**src/sv/spq_pkg.sv**
```systemverilog
`timescale 1ns / 1ps
// ----------------------------------------------------------------------------
// spq_pkg: shared types and codes for the sorted priority queue
// Entry and result word layouts, operation and status codes.
// ----------------------------------------------------------------------------
package spq_pkg;

   localparam logic OP_INSERT = 1'b0;
   localparam logic OP_REMOVE = 1'b1;

   localparam logic [1:0] ST_DONE      = 2'd0;
   localparam logic [1:0] ST_OVERFLOW  = 2'd1;
   localparam logic [1:0] ST_UNDERFLOW = 2'd2;

   typedef struct packed {
      logic signed [31:0] data;
      logic [7:0]         pri;
   } entry_type;

   typedef struct packed {
      logic [1:0]         status;
      logic               top_valid;
      logic signed [31:0] top_data;
      logic [7:0]         top_priority;
      logic [3:0]         entry_count;
   } result_type;

endpackage

```
**src/sv/spq_mem.sv**
```systemverilog
`timescale 1ns / 1ps
// ----------------------------------------------------------------------------
// spq_mem: entry store
// One write port and one read port with registered read data.
// ----------------------------------------------------------------------------
module spq_mem #(
   parameter int DEPTH = 8,
   parameter int AW    = 3
) (
   input  logic                clock,
   input  logic                wr_en,
   input  logic [AW-1:0]       wr_addr,
   input  spq_pkg::entry_type  wr_entry,
   input  logic                rd_en,
   input  logic [AW-1:0]       rd_addr,
   output spq_pkg::entry_type  rd_entry
);
   import spq_pkg::*;

   entry_type entry_mem_ff [DEPTH];
   entry_type rd_entry_ff;

   always_ff @(posedge clock) begin
      if (wr_en) begin
         entry_mem_ff[wr_addr] <= wr_entry;
      end
      if (rd_en) begin
         rd_entry_ff <= entry_mem_ff[rd_addr];
      end
   end

   assign rd_entry = rd_entry_ff;

endmodule

```
**src/sv/spq_ctrl.sv**
```systemverilog
`timescale 1ns / 1ps
// ----------------------------------------------------------------------------
// spq_ctrl: insertion sequencer
// Walks the sorted store one entry per step with a single priority compare,
// shifting entries up until the new entry's place is found.
// ----------------------------------------------------------------------------
module spq_ctrl #(
   parameter int DEPTH = 8,
   parameter int AW    = 3,
   parameter int CW    = 4
) (
   input  logic                 clock,
   input  logic                 reset,
   input  logic                 req_valid,
   output logic                 req_stall,
   input  logic                 req_operation,
   input  logic signed [31:0]   req_item_data,
   input  logic [7:0]           req_item_priority,
   output logic                 wr_en,
   output logic [AW-1:0]        wr_addr,
   output spq_pkg::entry_type   wr_entry,
   output logic                 rd_en,
   output logic [AW-1:0]        rd_addr,
   input  spq_pkg::entry_type   rd_entry,
   output logic                 res_valid,
   input  logic                 res_ready,
   output spq_pkg::result_type  res
);
   import spq_pkg::*;

   typedef enum logic [2:0] {
      S_IDLE,
      S_SHIFT_RD,
      S_SHIFT_CMP,
      S_PLACE,
      S_TOP_RD,
      S_RESULT
   } state_type;

   state_type       state_ff, state_in;
   logic [CW-1:0]   pos_ff, pos_in;
   logic [CW-1:0]   fill_ff, fill_in;
   logic [1:0]      status_ff, status_in;
   entry_type       new_ff, new_in;

   logic [CW-1:0]   pos_dec;
   logic [CW-1:0]   fill_dec;
   logic [CW-1:0]   fill_inc;
   logic [CW+3:0]   count_ext;
   logic            accept;
   entry_type       req_entry;

   assign pos_dec   = pos_ff - 1'b1;
   assign fill_dec  = fill_ff - 1'b1;
   assign fill_inc  = fill_ff + 1'b1;
   assign count_ext = {4'd0, fill_ff};
   assign req_stall = (state_ff != S_IDLE);
   assign accept    = req_valid && !req_stall;
   assign req_entry = '{data: req_item_data, pri: req_item_priority};

   always_comb begin
      state_in  = state_ff;
      pos_in    = pos_ff;
      fill_in   = fill_ff;
      status_in = status_ff;
      new_in    = new_ff;
      wr_en     = 1'b0;
      wr_addr   = pos_ff[AW-1:0];
      wr_entry  = new_ff;
      rd_en     = 1'b0;
      rd_addr   = pos_dec[AW-1:0];
      res_valid = 1'b0;
      case (state_ff)
         S_IDLE: begin
            if (req_valid) begin
               new_in    = req_entry;
               status_in = ST_DONE;
               state_in  = S_TOP_RD;
               if (req_operation == OP_INSERT) begin
                  if (fill_ff == CW'(DEPTH)) begin
                     status_in = ST_OVERFLOW;
                  end else if (fill_ff == '0) begin
                     wr_en    = 1'b1;
                     wr_addr  = '0;
                     wr_entry = req_entry;
                     fill_in  = fill_inc;
                  end else begin
                     pos_in   = fill_ff;
                     state_in = S_SHIFT_RD;
                  end
               end else begin
                  if (fill_ff == '0) begin
                     status_in = ST_UNDERFLOW;
                  end else begin
                     fill_in = fill_dec;
                  end
               end
            end
         end
         S_SHIFT_RD: begin
            rd_en    = 1'b1;
            rd_addr  = pos_dec[AW-1:0];
            state_in = S_SHIFT_CMP;
         end
         S_SHIFT_CMP: begin
            wr_en = 1'b1;
            if (rd_entry.pri >= new_ff.pri) begin
               wr_entry = rd_entry;
               pos_in   = pos_dec;
               state_in = (pos_dec == '0) ? S_PLACE : S_SHIFT_RD;
            end else begin
               fill_in  = fill_inc;
               state_in = S_TOP_RD;
            end
         end
         S_PLACE: begin
            wr_en    = 1'b1;
            fill_in  = fill_inc;
            state_in = S_TOP_RD;
         end
         S_TOP_RD: begin
            rd_en    = (fill_ff != '0);
            rd_addr  = fill_dec[AW-1:0];
            state_in = S_RESULT;
         end
         S_RESULT: begin
            res_valid = 1'b1;
            if (res_ready) begin
               state_in = S_IDLE;
            end
         end
         default: begin
            state_in = S_IDLE;
         end
      endcase
   end

   always_comb begin
      res.status       = status_ff;
      res.top_valid    = (fill_ff != '0);
      res.top_data     = res.top_valid ? rd_entry.data : 32'sd0;
      res.top_priority = res.top_valid ? rd_entry.pri : 8'd0;
      res.entry_count  = count_ext[3:0];
   end

   always_ff @(posedge clock) begin
      if (reset) begin
         state_ff  <= S_IDLE;
         fill_ff   <= '0;
         pos_ff    <= '0;
         status_ff <= ST_DONE;
      end else begin
         state_ff  <= state_in;
         fill_ff   <= fill_in;
         pos_ff    <= pos_in;
         status_ff <= status_in;
      end
      new_ff <= new_in;
   end

   a_fill_bound: assert property (@(posedge clock) disable iff (reset)
      fill_ff <= CW'(DEPTH))
      else $error("fill count above depth");

   a_overflow_hold: assert property (@(posedge clock) disable iff (reset)
      accept && req_operation == OP_INSERT && fill_ff == CW'(DEPTH)
      |=> fill_ff == $past(fill_ff) && status_ff == ST_OVERFLOW)
      else $error("overflow insert changed the fill count");

   a_underflow_hold: assert property (@(posedge clock) disable iff (reset)
      accept && req_operation == OP_REMOVE && fill_ff == '0
      |=> fill_ff == '0 && status_ff == ST_UNDERFLOW)
      else $error("underflow remove changed the fill count");

   a_result_hold: assert property (@(posedge clock) disable iff (reset)
      res_valid && !res_ready |=> res_valid && $stable(res))
      else $error("pending result changed before hand-off");

endmodule

```
**src/sv/sorted_priority_queue.sv**
```systemverilog
`timescale 1ns / 1ps
// ----------------------------------------------------------------------------
// sorted_priority_queue: bounded priority queue on a sorted entry store
// Usage:
//   req_ channel carries one word per operation: insert (data, priority) or
//   remove the highest-priority entry. rsp_ channel returns one word per
//   operation: status, the top entry after the operation, and the count.
//   Entries of equal priority leave in arrival order.
//   A remove, an overflow or an insert into an empty queue goes straight to
//   the top read; an insert into a non-empty queue first shifts entries up,
//   with an extra place step when all entries move up. Each shifted entry
//   costs one read and one compare-and-write on the single store port pair.
//   With rsp_stall low the next word is accepted in the cycle after the
//   result is handed off.
//   One operation is in progress at a time; req_stall is high from the cycle
//   after acceptance until the result has been handed to the output register.
//   The output register holds a result while rsp_stall is high, and the next
//   operation may be accepted meanwhile; its result waits until the slot frees.
//   Reset empties the queue and drops any pending result; no clearing pass.
// ----------------------------------------------------------------------------
module sorted_priority_queue #(
   parameter int DEPTH = 8
) (
   input  logic                clock,
   input  logic                reset,
   input  logic                req_valid,
   output logic                req_stall,
   input  logic                req_operation,
   input  logic signed [31:0]  req_item_data,
   input  logic [7:0]          req_item_priority,
   output logic                rsp_valid,
   input  logic                rsp_stall,
   output logic [1:0]          rsp_status,
   output logic                rsp_top_valid,
   output logic signed [31:0]  rsp_top_data,
   output logic [7:0]          rsp_top_priority,
   output logic [3:0]          rsp_entry_count
);
   import spq_pkg::*;

   localparam int AW = (DEPTH > 1) ? $clog2(DEPTH) : 1;
   localparam int CW = $clog2(DEPTH + 1);

   logic          wr_en;
   logic [AW-1:0] wr_addr;
   entry_type     wr_entry;
   logic          rd_en;
   logic [AW-1:0] rd_addr;
   entry_type     rd_entry;
   logic          res_valid;
   logic          res_ready;
   result_type    res;

   logic          rsp_valid_ff, rsp_valid_in;
   result_type    rsp_ff, rsp_in;

   spq_mem #(
      .DEPTH (DEPTH),
      .AW    (AW)
   ) u_mem (
      .clock    (clock),
      .wr_en    (wr_en),
      .wr_addr  (wr_addr),
      .wr_entry (wr_entry),
      .rd_en    (rd_en),
      .rd_addr  (rd_addr),
      .rd_entry (rd_entry)
   );

   spq_ctrl #(
      .DEPTH (DEPTH),
      .AW    (AW),
      .CW    (CW)
   ) u_ctrl (
      .clock             (clock),
      .reset             (reset),
      .req_valid         (req_valid),
      .req_stall         (req_stall),
      .req_operation     (req_operation),
      .req_item_data     (req_item_data),
      .req_item_priority (req_item_priority),
      .wr_en             (wr_en),
      .wr_addr           (wr_addr),
      .wr_entry          (wr_entry),
      .rd_en             (rd_en),
      .rd_addr           (rd_addr),
      .rd_entry          (rd_entry),
      .res_valid         (res_valid),
      .res_ready         (res_ready),
      .res               (res)
   );

   assign res_ready = !rsp_valid_ff || !rsp_stall;

   always_comb begin
      rsp_valid_in = rsp_valid_ff;
      rsp_in       = rsp_ff;
      if (res_ready) begin
         rsp_valid_in = res_valid;
         if (res_valid) begin
            rsp_in = res;
         end
      end
   end

   always_ff @(posedge clock) begin
      if (reset) begin
         rsp_valid_ff <= 1'b0;
      end else begin
         rsp_valid_ff <= rsp_valid_in;
      end
      rsp_ff <= rsp_in;
   end

   assign rsp_valid        = rsp_valid_ff;
   assign rsp_status       = rsp_ff.status;
   assign rsp_top_valid    = rsp_ff.top_valid;
   assign rsp_top_data     = rsp_ff.top_data;
   assign rsp_top_priority = rsp_ff.top_priority;
   assign rsp_entry_count  = rsp_ff.entry_count;

endmodule

```
**config.mk**
```make
export PLATFORM = sky130hd
export DESIGN_NAME = sorted_priority_queue
export DESIGN_NICKNAME = d
export VERILOG_FILES = /design/src/sv/spq_pkg.sv /design/src/sv/spq_mem.sv /design/src/sv/spq_ctrl.sv /design/src/sv/sorted_priority_queue.sv
export SDC_FILE = /design/constraint.sdc
export NUM_CORES = 1
export LEC_CHECK = 0
export BUFFER_PORTS_ARGS = -buffer_cell sky130_fd_sc_hd__buf_2
export CAP_MARGIN = 10
export CORE_MARGIN = 2
export CORE_UTILIZATION = 45
export CTS_BUF_LIST = sky130_fd_sc_hd__clkbuf_4
export CTS_CLUSTER_DIAMETER = 80
export DETAILED_ROUTE_END_ITERATION = 8
export PLACE_DENSITY_LB_ADDON = 0.1
export SLEW_MARGIN = 20
export SYNTH_ARGS = -nofsm -noshare
export SYNTH_HDL_FRONTEND = slang
export SYNTH_SLANG_ARGS = --single-unit
```
**constraint.sdc**
```tcl
create_clock -name clock -period 7.2 [get_ports clock]
set_input_delay 0.72 -clock clock [delete_from_list [all_inputs] [get_ports clock]]
set_output_delay 0.72 -clock clock [all_outputs]
set_load 0.005 [all_outputs]
```
**Word level (Yosys, flattened, before mapping)**

Memories as Yosys holds them, arrays and structs flattened. A register that Yosys moved wholly into a read port is not among the register bits.
Index checks and enable logic that the tools add are counted.
W data, S select, Z words.

- Bits in registers: 101
- Memory bits (writable): 320
- Bits of input ports: 45
- Output and inout bits: 49
- Word-level logic and storage cells: 94
- Memories: 1

Memories:

| memory | words | bits a word | read ports | clocked after Yosys merged registers in | write ports | RTL line | text |
|---|---|---|---|---|---|---|---|
| u_mem.entry_mem_ff | 8 | 40 | 1 | 1 | 1 | spq_mem.sv:20 | `entry_type entry_mem_ff [DEPTH];` |

- $add $sub $neg: 3
- Magnitude comparators: 1
- Equality and inequality tests: 16
- Multiplexer cells: 45
- Reduce and logical (&&, ||, !) cells: 16

Operators by type and width:

| kind | number |
|---|---|
| $mux W40 | 5 |
| $pmux W40 S2 | 1 |
| $mux W4 | 11 |
| $mux W3 | 12 |
| $pmux W3 S6 | 1 |
| $ne A2 B2 Y1 const B | 6 |
| $pmux W4 S3 | 1 |
| $reduce_and A6 Y1 | 2 |
| $ge A8 B8 Y1 | 1 |
| $logic_not A4 Y1 | 2 |
| $mux W1 | 8 |
| $pmux W4 S2 | 1 |
| $sub A4 B1 Y4 const B | 2 |
| $eq A3 B2 Y1 const B | 2 |
| $eq A3 B3 Y1 const B | 2 |
| $mux W2 | 3 |
| $ne A3 B3 Y1 const B | 2 |
| $reduce_and A2 Y1 | 3 |
| $reduce_bool A3 Y1 | 2 |
| $add A4 B1 Y4 const B | 1 |
| $eq A4 B4 Y1 const B | 1 |
| $pmux W1 S2 | 2 |
| $reduce_bool A4 Y1 | 1 |
| $eq A3 B1 Y1 const B | 1 |
| other kinds (7) | 8 |

**Longest topological paths before layout**

- Depth in word-level cells: 8
- Mapped depth: 12
- Mapped depth without buffers: 9

**Hierarchy**

From an unflattened synthesis, not the netlist that was laid out.

- Cell total of the unflattened synthesis: 910
- Area, all modules: 18300.1 sq um

Modules (own cells, without submodules):

| module | instances | cells each | area an instance (sq um) | sequential area each (sq um) |
|---|---|---|---|---|
| spq_mem | 1 | 515 | 13571.8 | 10810.4 |
| spq_ctrl | 1 | 343 | 3278.1 | 1461.4 |
| sorted_priority_queue | 1 | 52 | 1450.1 | 1431.4 |

**Worst setup path before layout**

Ideal clock, no wire load.

- Path kind: register to register
- From: register u_ctrl.fill_ff[0]
- To: memory u_mem.entry_mem_ff[1][0] (netlist name) (enable)
- Setup time: 0.498 ns
- Data arrival time: 4.724 ns
- Required time: 6.702 ns
- Slack: 1.978 ns
- Stages on the path, launching flop included: 9
- Path buffers: 1
- Period minus slack after synthesis: 5.222 ns
- Cell sequence: dfxtp_1 clkbuf_1 inv_1 ha_1 nor2b_1 nor2b_1 inv_2 or3_4 a211oi_1

- Longest elaborated chain between the ends: 8
- Elaborated cells on any way between the ends: 14
- Those cells by class: eq/ne: 1; mux: 12; reduce/logical: 1

Ends and longest elaborated chain:

| element | RTL line | text |
|---|---|---|
| start: declaration | spq_ctrl.sv:42 | `logic [CW-1:0] fill_ff, fill_in;` |
| start signal: assignment | spq_ctrl.sv:154 | `fill_ff <= fill_in;` |
| $logic_not A4 Y1 | spq_ctrl.sv:82 | `end else if (fill_ff == '0) begin` |
| $mux W1 | spq_ctrl.sv:82 |  |
| $mux W1 | spq_ctrl.sv:80 | `if (fill_ff == CW'(DEPTH)) begin` |
| $mux W1 | spq_ctrl.sv:79 | `if (req_operation == OP_INSERT) begin` |
| $mux W1 | spq_ctrl.sv:75 | `if (req_valid) begin` |
| $pmux W1 S2 | spq_ctrl.sv:73 | `case (state_ff)` |
| $mux W1 | spq_mem.sv:24 | `if (wr_en) begin` |
| $mux W1 (implied by the code) | spq_mem.sv:25 | `entry_mem_ff[wr_addr] <= wr_entry;` |
| end: declaration | spq_mem.sv:20 |  |

Parallel ways exist; a longest one is shown, timed or not.

**Final worst setup path**

- From: register u_ctrl.fill_ff[0]
- To: memory u_mem.entry_mem_ff[6][33] (netlist name) (enable)

Same word-level chain as after synthesis.

==> run summary <==
========================================================================================
Rel. slew slack ...........................................................        29.8%
Cell type with the highest aggregate area in the netlist ..................     edfxtp_1
Clock-pin slew on the worst setup and hold paths ..........................        60 ps
Yosys warning count .......................................................            0
Series of cell instances along the critical path .......................... inv_1 -> ha_1 -> nor2b_1 -> nor2b_1 -> inv_2 -> or3_4 -> nand2_1 -> or3_1 -> nor2_4 -> buf_4
Pin count of the biggest net entering global routing ......................          161
Kind of cell with the highest combined delay on the critical path ......... buffers and inverters
Max stage delay on crit path ..............................................       680 ps
Clock sink count ..........................................................          461
Startpoint type of the worst setup path ...................................     register
Setup repair after global routing missed its margin .......................           no
Number of ports placed on the die boundary ................................           94
Aggregate global-route resource usage .....................................        21.0%
Worst hold slack across all endpoints .....................................       144 ps
Count of hold-fix buffers inserted at cts .................................            0
Overflow left after global routing ........................................            0
Vias ......................................................................        11046
Maximum buffer depth of the clock tree ....................................            3
Final setup fails .........................................................            0
Number of antenna violations at the first check in global routing .........            1
Number of different library cells in the post-synthesis netlist ...........           47
Number of synthesized register bits .......................................          461
Cells after DPL ...........................................................         1862
Number of nets in the layout ..............................................         1513
Mean area per synthesized cell ............................................     14.0 um2
Buffers plus inverters on the worst setup path ............................            3
Chip Width ................................................................       205 um
Final Max Slew Viols ......................................................            0
Quantity of I/O buffers inserted on ports .................................           93
Worst Reg-to-Reg Cells ....................................................           10
Register area share after synthesis .......................................        75.4%
Fin cells .................................................................         2056
CTS tree ..................................................................         done
Area Growth Syn to Fin ....................................................        14.1%
Critical Path Stages ......................................................           10
Crit path arrival time ....................................................      4260 ps
CTS resizes ...............................................................            0
Pre-antenna DRT Iters .....................................................            7
Fmax achieved .............................................................      257 MHz
Worst Path Class, Setup ...................................................      reg2reg
Post-route clock skew .....................................................      35.8 ps
Number of buffers created by CTS ..........................................          117
Count of routing violations after the opening detailed-route iteration ....          756
Site Rows .................................................................           73
Area enclosed by the die boundary .........................................    42000 um2
Share of post-route cells with drive strength above 1 .....................        21.0%
DRC violation count after routing .........................................            0
Routed wirelength normalized by instance count ............................      21.0 um
GPL Wtd Cong ..............................................................        0.781
Post-route minimum period .................................................      3890 ps
Vias in the first global route ............................................        10896
Post-detailed-route via-to-cell ratio .....................................         5.37
End-of-flow core utilization ..............................................        52.1%
Cell area after placement .................................................    19300 um2
Net count after synthesis .................................................         1353
Maximum net fanout on the critical path ...................................           43
Run status ................................................................ finished, final reports clean
Path category of the worst min-delay check ................................       in2reg
Slowest CP cell ...........................................................        inv_2
Standby leakage power .....................................................      7.53 nW
Share of async-settable or async-resettable flops after synthesis .........           0%
Sum of routed wire length over all layers .................................     43300 um
Cell at the root of the clock tree ........................................     clkbuf_4
Initial Util ..............................................................        45.6%
H-tree depth reported by CTS ..............................................            3
Endpoint required time on the critical path ...............................      7570 ps
Total non-filler cell area in the finished layout .........................    20700 um2
Final antenna-violating net count .........................................            0
Pwr Density ...............................................................   373 nW/um2
Final-layout setup total negative slack ...................................         0 ps
Core area .................................................................    39800 um2
Post-CTS setup buffer count ...............................................            0
Wire length of the first global-routing pass ..............................     65300 um
Clock insertion delay at the later pin of the skew report .................       770 ps
Total standard cell area after synthesis ..................................    18200 um2
Maximum ir drop on the vdd rail ...........................................     0.212 mV
Area share of the leading cell type in the synthesized netlist ............        73.9%
Placed wire-length estimate ...............................................     21200 um
Number of max-capacitance violations reported .............................            0
Primary flip-flop cell chosen by synthesis mapping ........................     edfxtp_1
Slew of the pin with the lowest slew margin ...............................      1050 ps
Crit-path most repeated cell ..............................................      nor2b_1
Cell count after synthesis ................................................         1296
Kind of capture point of the worst setup path .............................     register
Number of stages on the worst hold path ...................................            1
Fill cell count ...........................................................         3461
Portion of the clock cycle consumed by the worst path in the final layout .        54.0%
Final Hold Viols ..........................................................            0
Number of flops mapped to enable cells by yosys ...........................          447
Synth area leaders ........................................................ edfxtp_1 (74%), nand2_1 (7.0%), nand3_1 (2.3%), mux2i_1 (2.3%), a32oi_1 (1.9%)
Die boundary height .......................................................       205 um
========================================================================================
==> metal layers <==
layer | up-vias | share of wire, % | GRT usage (%)
li1 | 5187 | - | -
met1 | 5452 | 46 | 29.4
met2 | 342 | 47 | 33.0
met3 | 65 | 5.9 | 4.01
met4 | 0 | 1.8 | 7.19
met5 | - | 0 | 0
==> synth_stat cells, types with 2 or more instances <==
master      n
inv_1      17
and2_1     39
a211oi_1    2
nor3_1      7
a32oi_1    40
a31oi_1     2
o21ai_0     8
o21ai_1     3
edfxtp_1  447
buf_6       2
nor4_1      5
mux2i_1    42
dfxtp_1    14
o21a_1      2
nand2b_1    5
a21oi_1    15
clkbuf_1   53
nor2b_1     6
nand2_1   339
buf_2      15
nor3b_1     2
o31ai_1     3
or3_1       4
and3_1     42
xnor2_1     2
nor2_1     17
mux2_2      5
nand3b_1    2
nand3_1    85
ha_1       12
xor2_1      2
a22oi_1    39
or3_4       2
a21o_1      3
==> cells in the final DEF, fill, tap and decap left out, types with 3 or more instances in the layout <==
cell type / count
mux2_2: 5
clkinv_1: 15
a21o_1: 3
and3_1: 42
nand2b_1: 5
o21ai_4: 4
and2_1: 39
a22oi_1: 39
edfxtp_1: 447
nand2_1: 338
mux2i_1: 42
nor2_1: 12
nor2_4: 5
clkbuf_4: 175
nor3_1: 4
inv_1: 16
buf_2: 93
nor4_1: 5
buf_4: 19
a21oi_1: 14
o21ai_0: 6
ha_1: 12
nand3_1: 85
or3_1: 4
nor2b_1: 6
a32oi_1: 40
nor3_2: 3
dfxtp_1: 14
==> cells by family (layout without fill, tap and decap cells) <==
group | after synthesis | count (layout) | synth area share, %
simple gates | 559 | 559 | 13.9
flops | 461 | 461 | 75.4
compound gates | 123 | 123 | 5.02
buf+inv | 90 | 324 | 2.05
mux | 47 | 47 | 2.62
fa+ha+maj | 12 | 12 | 0.826
xor+xnor | 4 | 4 | 0.193
other cells | 0 | 1 | 0
==> registers in the layout, summed over array words and instances, names as in the netlist <==
signal,count
u_ctrl.status_ff,2
rsp_top_valid,1
u_ctrl.fill_ff,4
rsp_top_data,32
rsp_entry_count,4
u_ctrl.state_ff,3
u_mem.rd_entry,40
rsp_status,2
rsp_top_priority,8
u_ctrl.pos_ff,4
u_ctrl.new_ff,40
rsp_valid,1
u_mem.entry_mem_ff,320
==> power breakdown <==
group          total (mW)  switching, mW  internal [mW]
sequential           3.71          0.135           3.57
clock                2.11          0.987           1.13
combinational        1.92           1.34          0.577
==> worst reg2reg max path, delay by kind of cell (launching register included) <==
family | cells | cell delay, ps
buf+inv | 3 | 1400
simple gates | 6 | 1340
fa+ha+maj | 1 | 260
flops | 1 | 490
==> final timing paths <==
path	startpoint	slack (ps)	end
worst max-delay path	u_ctrl.fill_ff[0]	3310	u_mem.entry_mem_ff[6][33]
worst min-delay path	req_item_data[21]	140	u_ctrl.new_ff[29]
worst max register to register	u_ctrl.fill_ff[0]	3310	u_mem.entry_mem_ff[6][33]
worst min register to register	u_ctrl.status_ff[1]	420	rsp_status[1]
==> per-stage QoR <==
step	total power, mW	setup WS (ps)
after floorplan	5.00	1980
after global placement	5.67	3300
after detailed placement	5.69	3200
after CTS	7.83	3190
after global routing	8.18	3010
final	7.74	3310
==> final cells by class <==
type                            count  area (um2)  share of cell area (%)
Clock buffer                      175        1310                    6.34
Tap cell                          525         657                    3.17
Inverter                           18        67.6                   0.326
Clock inverter                     18        96.3                   0.465
Multi-Input combinational cell    745        4260                    20.6
Timing Repair Buffer              113         628                    3.03
Antenna cell                        1        2.50                  0.0121
Sequential cell                   461       13700                    66.1
Power figures use the tool's default switching activity.
